===== src/rtl/core/assert_macros.svh =====
// Assertion macros shared by the core RTL.
// Depends on nothing; included by files that carry concurrent checks.
`ifndef ASSERT_MACROS_SVH
`define ASSERT_MACROS_SVH

// Clocked check, switched off while reset is high.
`define ASSERT_SYNC(label, clk, rst, prop) \
   label: assert property (@(posedge clk) disable iff (rst) (prop)) \
      else $error("assertion failed");

// Clocked check that also holds through reset.
`define ASSERT_ALWAYS(label, clk, prop) \
   label: assert property (@(posedge clk) (prop)) \
      else $error("assertion failed");

`endif


===== src/rtl/core/ple_pkg.sv =====
// Types and codes of the positional list engine.
// No dependencies; used by the stream interface users and the core.
package ple_pkg;

   localparam int OP_W     = 2;
   localparam int POS_W    = 6;
   localparam int WORD_W   = 32;
   localparam int STATUS_W = 2;
   localparam int TOTAL_W  = 5;

   localparam logic [OP_W-1:0] OP_GET    = 2'd0;
   localparam logic [OP_W-1:0] OP_INSERT = 2'd1;
   localparam logic [OP_W-1:0] OP_REMOVE = 2'd2;
   localparam logic [OP_W-1:0] OP_CLEAR  = 2'd3;

   localparam logic [STATUS_W-1:0] ST_OK    = 2'd0;
   localparam logic [STATUS_W-1:0] ST_RANGE = 2'd1;
   localparam logic [STATUS_W-1:0] ST_FULL  = 2'd2;

   typedef struct packed {
      logic [OP_W-1:0]   operation;
      logic [POS_W-1:0]  position;
      logic [WORD_W-1:0] data_in;
   } req_type;

   typedef struct packed {
      logic [WORD_W-1:0]   data_out;
      logic [STATUS_W-1:0] status;
      logic [TOTAL_W-1:0]  entry_total;
   } rsp_type;

endpackage


===== src/rtl/core/ple_stream_if.sv =====
// Valid/ready stream channel with a typed payload.
// Depends on nothing; the payload type comes from ple_pkg at instantiation.
interface ple_stream_if #(
   parameter type payload_type = logic
) ();
   logic        valid;
   logic        ready;
   payload_type payload;

   modport source (output valid, output payload, input ready);
   modport sink   (input valid, input payload, output ready);
endinterface


===== src/rtl/core/positional_list_engine_core.sv =====
// Positional list engine: bounded ordered list with get, insert, remove, clear.
// Depends on ple_pkg, ple_stream_if and assert_macros.svh.
//
//   channel   direction  payload               transfer when
//   req_chan  in         operation/position/   valid && ready
//                        data_in
//   rsp_chan  out        data_out/status/      valid && ready
//                        entry_total
//
// Error or clear goes straight to the result; get reads first; remove shifts
// down, insert shifts up then writes. The single entry memory moves one word
// per cycle through its one read and one write port; that sets the shift length.
// Synchronous reset empties the list at once; the memory is not cleared.
// req_chan is ready only when the sequencer is idle. A finished result waits
// in its own stage until the result register is free, so a stalled rsp_chan
// holds back only the next request.
`include "assert_macros.svh"

module positional_list_engine_core #(
   parameter int CAPACITY   = 16,
   parameter int DATA_WIDTH = 32
) (
   input logic          clock,
   input logic          reset,
   ple_stream_if.sink   req_chan,
   ple_stream_if.source rsp_chan
);

   localparam int IDX_W = $clog2(CAPACITY);
   localparam int CNT_W = $clog2(CAPACITY + 1);
   localparam int CMP_W = ((CNT_W > ple_pkg::POS_W) ? CNT_W : ple_pkg::POS_W) + 1;

   localparam logic [2:0] S_IDLE      = 3'd0;
   localparam logic [2:0] S_GET       = 3'd1;
   localparam logic [2:0] S_RM_HEAD   = 3'd2;
   localparam logic [2:0] S_RM_SHIFT  = 3'd3;
   localparam logic [2:0] S_INS_SHIFT = 3'd4;
   localparam logic [2:0] S_INS_PUT   = 3'd5;
   localparam logic [2:0] S_DONE      = 3'd6;

   // control state
   logic [2:0]       state_ff, state_in;
   logic [CNT_W-1:0] count_ff, count_in;
   logic             rsp_valid_ff, rsp_valid_in;

   // working registers of the current request
   logic [IDX_W-1:0]             pos_ff, pos_in;
   logic [IDX_W-1:0]             idx_ff, idx_in;
   logic [DATA_WIDTH-1:0]        word_ff, word_in;
   logic [ple_pkg::WORD_W-1:0]   res_data_ff, res_data_in;
   logic [ple_pkg::STATUS_W-1:0] res_status_ff, res_status_in;
   ple_pkg::rsp_type             rsp_payload_ff, rsp_payload_in;

   // entry memory, one write and one registered read per cycle
   logic [DATA_WIDTH-1:0] entry_store_ff [CAPACITY];
   logic [DATA_WIDTH-1:0] rd_data_ff;
   logic [IDX_W-1:0]      rd_addr;
   logic                  wr_en;
   logic [IDX_W-1:0]      wr_addr;
   logic [DATA_WIDTH-1:0] wr_data;

   logic             req_fire;
   logic             rsp_free;
   logic [CMP_W-1:0] req_pos_ext;
   logic [CMP_W-1:0] cnt_ext;
   logic [CMP_W-1:0] pos_ext;
   logic [CMP_W-1:0] idx_ext;

   // terms for the checks
   logic in_rm_shift;
   logic full_reported;

   assign req_chan.ready   = (state_ff == S_IDLE);
   assign req_fire         = req_chan.valid && req_chan.ready;
   assign rsp_free         = !rsp_valid_ff || rsp_chan.ready;
   assign rsp_chan.valid   = rsp_valid_ff;
   assign rsp_chan.payload = rsp_payload_ff;

   assign req_pos_ext = CMP_W'(req_chan.payload.position);
   assign cnt_ext     = CMP_W'(count_ff);
   assign pos_ext     = CMP_W'(pos_ff);
   assign idx_ext     = CMP_W'(idx_ff);

   // sequencer
   always_comb begin
      state_in       = state_ff;
      count_in       = count_ff;
      pos_in         = pos_ff;
      idx_in         = idx_ff;
      word_in        = word_ff;
      res_data_in    = res_data_ff;
      res_status_in  = res_status_ff;
      rsp_payload_in = rsp_payload_ff;
      rsp_valid_in   = rsp_valid_ff && !rsp_chan.ready;
      rd_addr        = idx_ff;
      wr_en          = 1'b0;
      wr_addr        = idx_ff;
      wr_data        = rd_data_ff;

      unique case (state_ff)
         S_IDLE: begin
            // read the named entry speculatively; get and remove need it next
            rd_addr = IDX_W'(req_chan.payload.position);
            if (req_fire) begin
               pos_in        = IDX_W'(req_chan.payload.position);
               word_in       = DATA_WIDTH'(req_chan.payload.data_in);
               res_data_in   = '0;
               res_status_in = ple_pkg::ST_OK;
               unique case (req_chan.payload.operation)
                  ple_pkg::OP_GET: begin
                     if (req_pos_ext >= cnt_ext) begin
                        res_status_in = ple_pkg::ST_RANGE;
                        state_in      = S_DONE;
                     end else begin
                        state_in = S_GET;
                     end
                  end
                  ple_pkg::OP_INSERT: begin
                     if (req_pos_ext > cnt_ext) begin
                        res_status_in = ple_pkg::ST_RANGE;
                        state_in      = S_DONE;
                     end else if (cnt_ext >= CMP_W'(CAPACITY)) begin
                        res_status_in = ple_pkg::ST_FULL;
                        state_in      = S_DONE;
                     end else if (req_pos_ext == cnt_ext) begin
                        state_in = S_INS_PUT;
                     end else begin
                        // open the gap from the top: fetch the last entry
                        rd_addr  = IDX_W'(cnt_ext - CMP_W'(1));
                        idx_in   = IDX_W'(count_ff);
                        state_in = S_INS_SHIFT;
                     end
                  end
                  ple_pkg::OP_REMOVE: begin
                     if (req_pos_ext >= cnt_ext) begin
                        res_status_in = ple_pkg::ST_RANGE;
                        state_in      = S_DONE;
                     end else begin
                        state_in = S_RM_HEAD;
                     end
                  end
                  ple_pkg::OP_CLEAR: begin
                     count_in = '0;
                     state_in = S_DONE;
                  end
                  default: begin
                     state_in = S_DONE;
                  end
               endcase
            end
         end

         S_GET: begin
            res_data_in = ple_pkg::WORD_W'(rd_data_ff);
            state_in    = S_DONE;
         end

         S_RM_HEAD: begin
            // capture the removed word, then pull the later entries down
            res_data_in = ple_pkg::WORD_W'(rd_data_ff);
            rd_addr     = IDX_W'(pos_ext + CMP_W'(1));
            idx_in      = pos_ff;
            if (pos_ext + CMP_W'(1) < cnt_ext) begin
               state_in = S_RM_SHIFT;
            end else begin
               count_in = count_ff - CNT_W'(1);
               state_in = S_DONE;
            end
         end

         S_RM_SHIFT: begin
            wr_en   = 1'b1;
            wr_addr = idx_ff;
            wr_data = rd_data_ff;
            rd_addr = IDX_W'(idx_ext + CMP_W'(2));
            idx_in  = IDX_W'(idx_ext + CMP_W'(1));
            if (idx_ext + CMP_W'(2) >= cnt_ext) begin
               count_in = count_ff - CNT_W'(1);
               state_in = S_DONE;
            end
         end

         S_INS_SHIFT: begin
            wr_en   = 1'b1;
            wr_addr = idx_ff;
            wr_data = rd_data_ff;
            rd_addr = IDX_W'(idx_ext - CMP_W'(2));
            idx_in  = IDX_W'(idx_ext - CMP_W'(1));
            if (idx_ext - CMP_W'(1) <= pos_ext) begin
               state_in = S_INS_PUT;
            end
         end

         S_INS_PUT: begin
            wr_en    = 1'b1;
            wr_addr  = pos_ff;
            wr_data  = word_ff;
            count_in = count_ff + CNT_W'(1);
            state_in = S_DONE;
         end

         S_DONE: begin
            // hold the result until the output register can take it
            if (rsp_free) begin
               rsp_valid_in               = 1'b1;
               rsp_payload_in.data_out    = res_data_ff;
               rsp_payload_in.status      = res_status_ff;
               rsp_payload_in.entry_total = ple_pkg::TOTAL_W'(count_ff);
               state_in                   = S_IDLE;
            end
         end

         default: begin
            state_in = S_IDLE;
         end
      endcase
   end

   always_ff @(posedge clock) begin
      if (reset) begin
         state_ff     <= S_IDLE;
         count_ff     <= '0;
         rsp_valid_ff <= 1'b0;
      end else begin
         state_ff     <= state_in;
         count_ff     <= count_in;
         rsp_valid_ff <= rsp_valid_in;
      end
   end

   always_ff @(posedge clock) begin
      pos_ff         <= pos_in;
      idx_ff         <= idx_in;
      word_ff        <= word_in;
      res_data_ff    <= res_data_in;
      res_status_ff  <= res_status_in;
      rsp_payload_ff <= rsp_payload_in;
   end

   always_ff @(posedge clock) begin
      if (wr_en) begin
         entry_store_ff[wr_addr] <= wr_data;
      end
      rd_data_ff <= entry_store_ff[rd_addr];
   end

   // checks
   assign in_rm_shift   = (state_ff == S_RM_SHIFT);
   assign full_reported = (state_ff == S_DONE) && (res_status_ff == ple_pkg::ST_FULL);

   `ASSERT_SYNC(a_count_bound, clock, reset, CMP_W'(count_ff) <= CMP_W'(CAPACITY))
   `ASSERT_SYNC(a_busy_after_req, clock, reset, req_fire |=> !req_chan.ready)
   `ASSERT_SYNC(a_rm_shift_in_list, clock, reset, in_rm_shift |-> (idx_ext + CMP_W'(1) < cnt_ext))
   `ASSERT_SYNC(a_full_means_cap, clock, reset, full_reported |-> (cnt_ext == CMP_W'(CAPACITY)))
   `ASSERT_ALWAYS(a_no_write_idle, clock, (state_ff == S_IDLE) |-> !wr_en)

endmodule


===== src/flat_wrapper.sv =====
// flat-port wrapper written by rule: the top's interface ports become plain ports
module positional_list_engine_core_flat 
#(
   parameter int CAPACITY   = 16,
   parameter int DATA_WIDTH = 32
)
  (clock, reset, req_chan_valid, req_chan_payload, req_chan_ready, rsp_chan_valid, rsp_chan_payload, rsp_chan_ready);
  ple_stream_if #(.payload_type(ple_pkg::req_type)) req_chan_i ();
  ple_stream_if #(.payload_type(ple_pkg::rsp_type)) rsp_chan_i ();
  input logic clock;
  input logic reset;
  input wire logic [$bits(req_chan_i.valid)-1:0] req_chan_valid;
  input wire logic [$bits(req_chan_i.payload)-1:0] req_chan_payload;
  output wire logic [$bits(req_chan_i.ready)-1:0] req_chan_ready;
  output wire logic [$bits(rsp_chan_i.valid)-1:0] rsp_chan_valid;
  output wire logic [$bits(rsp_chan_i.payload)-1:0] rsp_chan_payload;
  input wire logic [$bits(rsp_chan_i.ready)-1:0] rsp_chan_ready;
  assign req_chan_i.valid = req_chan_valid;
  assign req_chan_i.payload = req_chan_payload;
  assign req_chan_ready = req_chan_i.ready;
  assign rsp_chan_valid = rsp_chan_i.valid;
  assign rsp_chan_payload = rsp_chan_i.payload;
  assign rsp_chan_i.ready = rsp_chan_ready;
  positional_list_engine_core #(.CAPACITY(CAPACITY), .DATA_WIDTH(DATA_WIDTH)) u_core (.clock(clock), .reset(reset), .req_chan(req_chan_i), .rsp_chan(rsp_chan_i));
endmodule

===== config.mk =====
export PLATFORM = sky130hd
export DESIGN_NAME = positional_list_engine_core_flat
export DESIGN_NICKNAME = d
export VERILOG_FILES = /design/src/rtl/core/ple_pkg.sv /design/src/rtl/core/ple_stream_if.sv /design/src/rtl/core/positional_list_engine_core.sv /design/src/flat_wrapper.sv
export VERILOG_INCLUDE_DIRS = /design/src /design/src/rtl/core
export SDC_FILE = /design/constraint.sdc
export NUM_CORES = 1
export LEC_CHECK = 0
export ABC_CLOCK_PERIOD_IN_PS = 8100
export BUFFER_PORTS_ARGS = -buffer_cell sky130_fd_sc_hd__clkbuf_2
export CAP_MARGIN = 10
export CELL_PAD_IN_SITES_DETAIL_PLACEMENT = 2
export CELL_PAD_IN_SITES_GLOBAL_PLACEMENT = 2
export CORE_ASPECT_RATIO = 0.8
export CORE_MARGIN = 4
export CORE_UTILIZATION = 40
export CTS_BUF_LIST = sky130_fd_sc_hd__clkbuf_4 sky130_fd_sc_hd__clkbuf_8
export DETAILED_ROUTE_END_ITERATION = 6
export PLACE_DENSITY = 0.77
export SETUP_SLACK_MARGIN = 0.5
export SLEW_MARGIN = 10
export SYNTH_ARGS = -nofsm -noshare
export SYNTH_HDL_FRONTEND = slang
export SYNTH_SLANG_ARGS = --single-unit

===== constraint.sdc =====
create_clock -name clock -period 8.1 [get_ports clock]
set_input_delay 0.81 -clock clock [delete_from_list [all_inputs] [get_ports clock]]
set_output_delay 0.81 -clock clock [all_outputs]
set_load 0.05 [all_outputs]

* After elaboration in Yosys (flattened, before gate mapping)
Memories as Yosys holds them, arrays and structs flattened. A register that Yosys moved wholly into a read port is not among the register bits.
Index checks and enable logic that the tools add are counted.
** Word-level totals
- Flip-flop bits (word level) :: 122
- Bits in latches :: 0
- Memory bits (writable) :: 512
- Memory bits (read-only) :: 0
- Input bits :: 44
- Output and inout bits :: 41
- Word-level logic and storage cells :: 108
- Memories :: 1
** Cells by class
- Add/subtract/negate cells :: 8
- Multiply operators :: 0
- Divide/modulo/power cells :: 0
- Magnitude comparators :: 6
- Equal/unequal tests :: 20
- Shift operators :: 0
- Mux-type cells :: 42
- Bitwise operators :: 0
- Reductions and logical operators :: 20
** Memories
- u_core.entry_store_ff :: words 16, width 32, rd ports 1, clocked after memory_dff 1, write ports 1, RTL line positional_list_engine_core.sv:55 : logic [DATA_WIDTH-1:0] entry_store_ff [CAPACITY];
** Operator list (number)
- two-way mux 32 bit :: 2
- case mux 32 bit (2 select lines) :: 1
- two-way mux 4 bit :: 11
- case mux 4 bit (4 select lines) :: 2
- two-way mux 3 bit :: 9
- two-way mux 5 bit :: 4
- case mux 5 bit (4 select lines) :: 1
- case mux 3 bit (6 select lines) :: 1
- inequality test 2 bit, second input constant :: 8
- case mux 3 bit (4 select lines) :: 1
- == test 3 bit, second input constant :: 3
- nonzero test 4 bit :: 2
- <= comparator 7 x 4 -> 1 bit :: 1
- two-way mux 1 bit :: 7
- == test 3 x 2 -> 1 bit, second input constant :: 2
- == test 6 x 5 -> 1 bit :: 1
- greater-or-equal comparator 6 x 5 -> 1 bit :: 1
- > comparator 6 x 5 -> 1 bit :: 1
- AND reduction 2 bit :: 3
- AND reduction 6 bit :: 1
- OR reduction 2 bit :: 3
- adder 4 x 1 -> 5 bit, second input constant :: 1
- adder 4 x 2 -> 5 bit, second input constant :: 1
- adder 5 x 1 -> 5 bit, second input constant :: 1
- 23 further kinds :: 28

* Logic depth before layout (Yosys ltp)
- Depth in word-level cells :: 7
- Gate-level depth with buffers :: 15

* Worst setup path after synthesis
Ideal clock, no wire load.
- Kind :: reg2reg
- From :: reg u_core.state_ff[0]
- To :: mem u_core.entry_store_ff[8][0], enable pin
- Arrival time :: 2862 ps
- Required time :: 7679 ps
- Setup slack :: 4817 ps
- Stages on the path, launching flop included :: 8
- Path buffers :: 2
- Period minus slack after synthesis :: 3283 ps
- Cells stage by stage :: dfxtp_1 -> buf_2 -> nor2b_1 -> nand2_1 -> clkbuf_1 -> nor3_1 -> a31oi_1 -> nor2_1
** Between the ends
- Cells in the longest elaborated chain, start to end :: 5
- Elaborated cells between the ends (all ways) :: 8
** Ends and longest elaborated chain
- from (decl) :: RTL line positional_list_engine_core.sv:42 : logic [2:0] state_ff, state_in;
- from (signal assigned) :: RTL line positional_list_engine_core.sv:225 : state_ff <= state_in;
- == test 3 bit / == test 3 x 2 -> 1 bit (equally long branches)
- OR reduction 3 bit (no source line)
- two-way mux 1 bit :: RTL line positional_list_engine_core.sv:100 : unique case (state_ff)
- two-way mux 1 bit :: RTL line positional_list_engine_core.sv:241 : if (wr_en) begin
- two-way mux 1 bit (not written as such) :: RTL line positional_list_engine_core.sv:242 : entry_store_ff[wr_addr] <= wr_data;
- to (decl) :: RTL line positional_list_engine_core.sv:55
Parallel ways exist; a longest one is shown, timed or not.

* Worst setup path in the final report
- From :: reg u_core.state_ff[0]
- To :: mem u_core.entry_store_ff[12][9], enable pin
Same word-level chain as after synthesis.

==> metrics <==
Avg Inst Size Synth=14.4 um^2; hpwl dp=46300 um; Clock power frac=0.212; sequential power share=0.365; Max-Cap Viols=0; total grt overflow=0; f_max=0.193 GHz; pins over their slew limit=0; Setup TNS=0 ns; global-route usage over all layers=0.230; total power=14200 uW; Hold-fix buffers, CTS=0; Unique masters post-synth=64; status=complete, no violations; Tmin final=5.19 ns; Int Pwr=8160 uW; initial antenna violation count=1; vias in the first global route=18200; Synth Flop Type=edfxtp_1; CTS buffer count=106; clock-pin slew on the worst setup and hold paths=0.06 ns; R2R Path Start=u_core.state_ff[0]$_SDFFE_PP0P_; clock buffer depth=3; Fin. Hold Viols=0; DR pass1 iterations=5; detailed-route via count=16600; Root Buffer=clkbuf_8; sw frac=0.425; flop-to-flop setup slack=2.91 ns; sequential-to-total area share from yosys stat=0.741; Syn Nets=1913; first-pass GRT wire length=120000 um; Sw Pwr=6030 uW; DRC Markers=0; routed vias/inst=5.75; Worst Path Arrival=5.56 ns; CTS Sinks=666; Cells after Synth=1840; worst-path fanout max=22; Cell Pwr Density=473 nW/um^2; worst hold stages=1; Starting Density=0.408; HP Class=primary input to flip-flop; Die Area=70300 um^2; Multi-input gate area=6380 um^2; HP Start=req_chan_payload[31]; RSZ-0062 raised after global routing=false; largest net degree at the start of global routing=229; final period utilization=0.641; drt first-iter violations=1479; setup violators final=0; layout cell share with drive strength beyond 1=0.180; GP Congestion=0.766; Mapped Area=26400 um^2; Register Area=19600 um^2; Leak Pwr=0.0104 uW; row count=83; Post-layout nets=2023; max_slew headroom=0.161; ANT nets after route=0; Worst EP required=8.46 ns; Die W=295 um; critical path capture point type=flip-flop; Filler Cell Count=6213; utilization after layout=0.463; Logic pwr share=0.423; crit path kind=flip-flop to flip-flop; Seq cells post-synth=666; fraction of registers with async set/reset=0; die height=238 um; Post-synth EDFFs=625; routed len/inst=28.5 um; post-CTS sizing=0; Antenna diodes=0; RR Endpoint=u_core.entry_store_ff[12][9]$_DFFE_PP_; CP Launch Point=u_core.state_ff[0]$_SDFFE_PP0P_; reg2reg path depth=9; startpoint type of the worst setup path=flip-flop; htree depth=3; clock skew=0.0500 ns; WHS Endpoint=u_core.word_ff[31]$_DFFE_PP_; Yosys warnings=0; Worst-Skew Late Latency=0.74 ns; area grow syn2layout=13.6%; IO Pins=85; worst-case vdd ir drop=0.000383 V; CTS tree=yes; Slew @ Worst Pin=1.26 ns; total core area=64800 um^2; setup bufs post-CTS=0; PortBufs=84; final WL=82400 um
## critical path: stages (launching register included)
cell	delay, ns
dfxtp_1	0.78
nor2b_1	0.51
nand2_1	0.53
inv_2	0.58
buf_4	0.53
nor2_1	0.12
a21oi_1	0.21
nand2_1	0.30
nor2_4	0.73
buf_4	0.49
## cell usage in the layout, fill, tap and decap left out, drive strengths merged, types with 5 or more instances in the layout
cell type  instances
a211oi             5
a21o               6
a21oi            150
a221o             33
a22oi             38
a32oi             31
and2              35
buf               30
clkbuf           255
clkinv            21
dfxtp             41
edfxtp           625
ha                28
inv               26
mux2              35
mux2i             65
nand2            344
nand2b             6
nand3            128
nor2              35
nor2b              5
nor3              10
o21a               6
o21ai             16
o22ai              5
or3                6
xnor2              5
xor2               7
## area by class of cell
class,instances,area share
clock inverter,27,0.00604
sequential,666,0.653
inverter,21,0.00279
clock buffer,171,0.0680
tap,850,0.0354
multi-input combinational,1041,0.212
timing repair buffer,114,0.0228
## sequential cells by signal, indices dropped and copies added (netlist names)
register                 flops
u_core.idx_ff                4
u_core.res_data_ff          32
u_core.entry_store_ff      512
u_core.state_ff              3
u_core.rsp_chan.payload     39
u_core.pos_ff                4
u_core.count_ff              5
u_core.rd_data_ff           32
u_core.res_status_ff         2
u_core.rsp_chan.valid        1
u_core.word_ff              32
## worst max path at each step
stage / cells past startpoint / to
finish: 9 / u_core.entry_store_ff[12][9]$_DFFE_PP_
global route: 9 / u_core.entry_store_ff[12][3]$_DFFE_PP_
CTS: 9 / u_core.entry_store_ff[12][3]$_DFFE_PP_
detailed placement: 9 / u_core.entry_store_ff[4][25]$_DFFE_PP_
global placement: 9 / u_core.entry_store_ff[4][27]$_DFFE_PP_
floorplan: 7 / u_core.entry_store_ff[8][0]$_DFFE_PP_
## Yosys cell counts, drive strengths merged, types with 35 or more instances
cell type  number  area (um^2)
nor2           35          131
mux2           35          398
edfxtp        625        18800
mux2i          65          651
nand3         128          641
and2           35          221
buf            71          388
clkbuf         41          154
dfxtp          41          821
a22oi          38          290
nand2         344         1290
a21oi         150          751
## layer usage
metal  wire, um  global-route usage
met5          0                   0
met3       4150              0.0411
met4       1870              0.0581
met1      34900               0.305
met2      41400               0.396
## power groups by stage
stage,Combinational (uW),Sequential [uW],Clock [uW]
floorplan,3870,5190,0
global placement,5520,5190,0
detailed placement,5950,5240,0
CTS,6000,5180,3070
global route,6500,5220,3230
finish,6000,5180,3010
## logic make-up after synthesis
| kind of cell | share of synthesized area |
|---|---|
| DFF | 0.741 |
| and+or+nand+nor | 0.0958 |
| AOI/OAI and AO/OA | 0.0817 |
| buffers and inverters | 0.0237 |
| muxes | 0.0397 |
| adders and majority gates | 0.0140 |
| xor gates and xnor gates | 0.00398 |
## metrics by stage
step,cells,cell area (um^2),hold slack [ns],setup WS [ns]
floorplan,1840,26400,0.400,4.82
global placement,2692,27800,0.401,3.36
detailed placement,2692,27800,0.406,3.05
CTS,2890,30000,0.189,2.96
global route,2890,30000,0.184,2.63
finish,2890,30000,0.246,2.91
No activity file was read; power rests on OpenSTA's default activity.
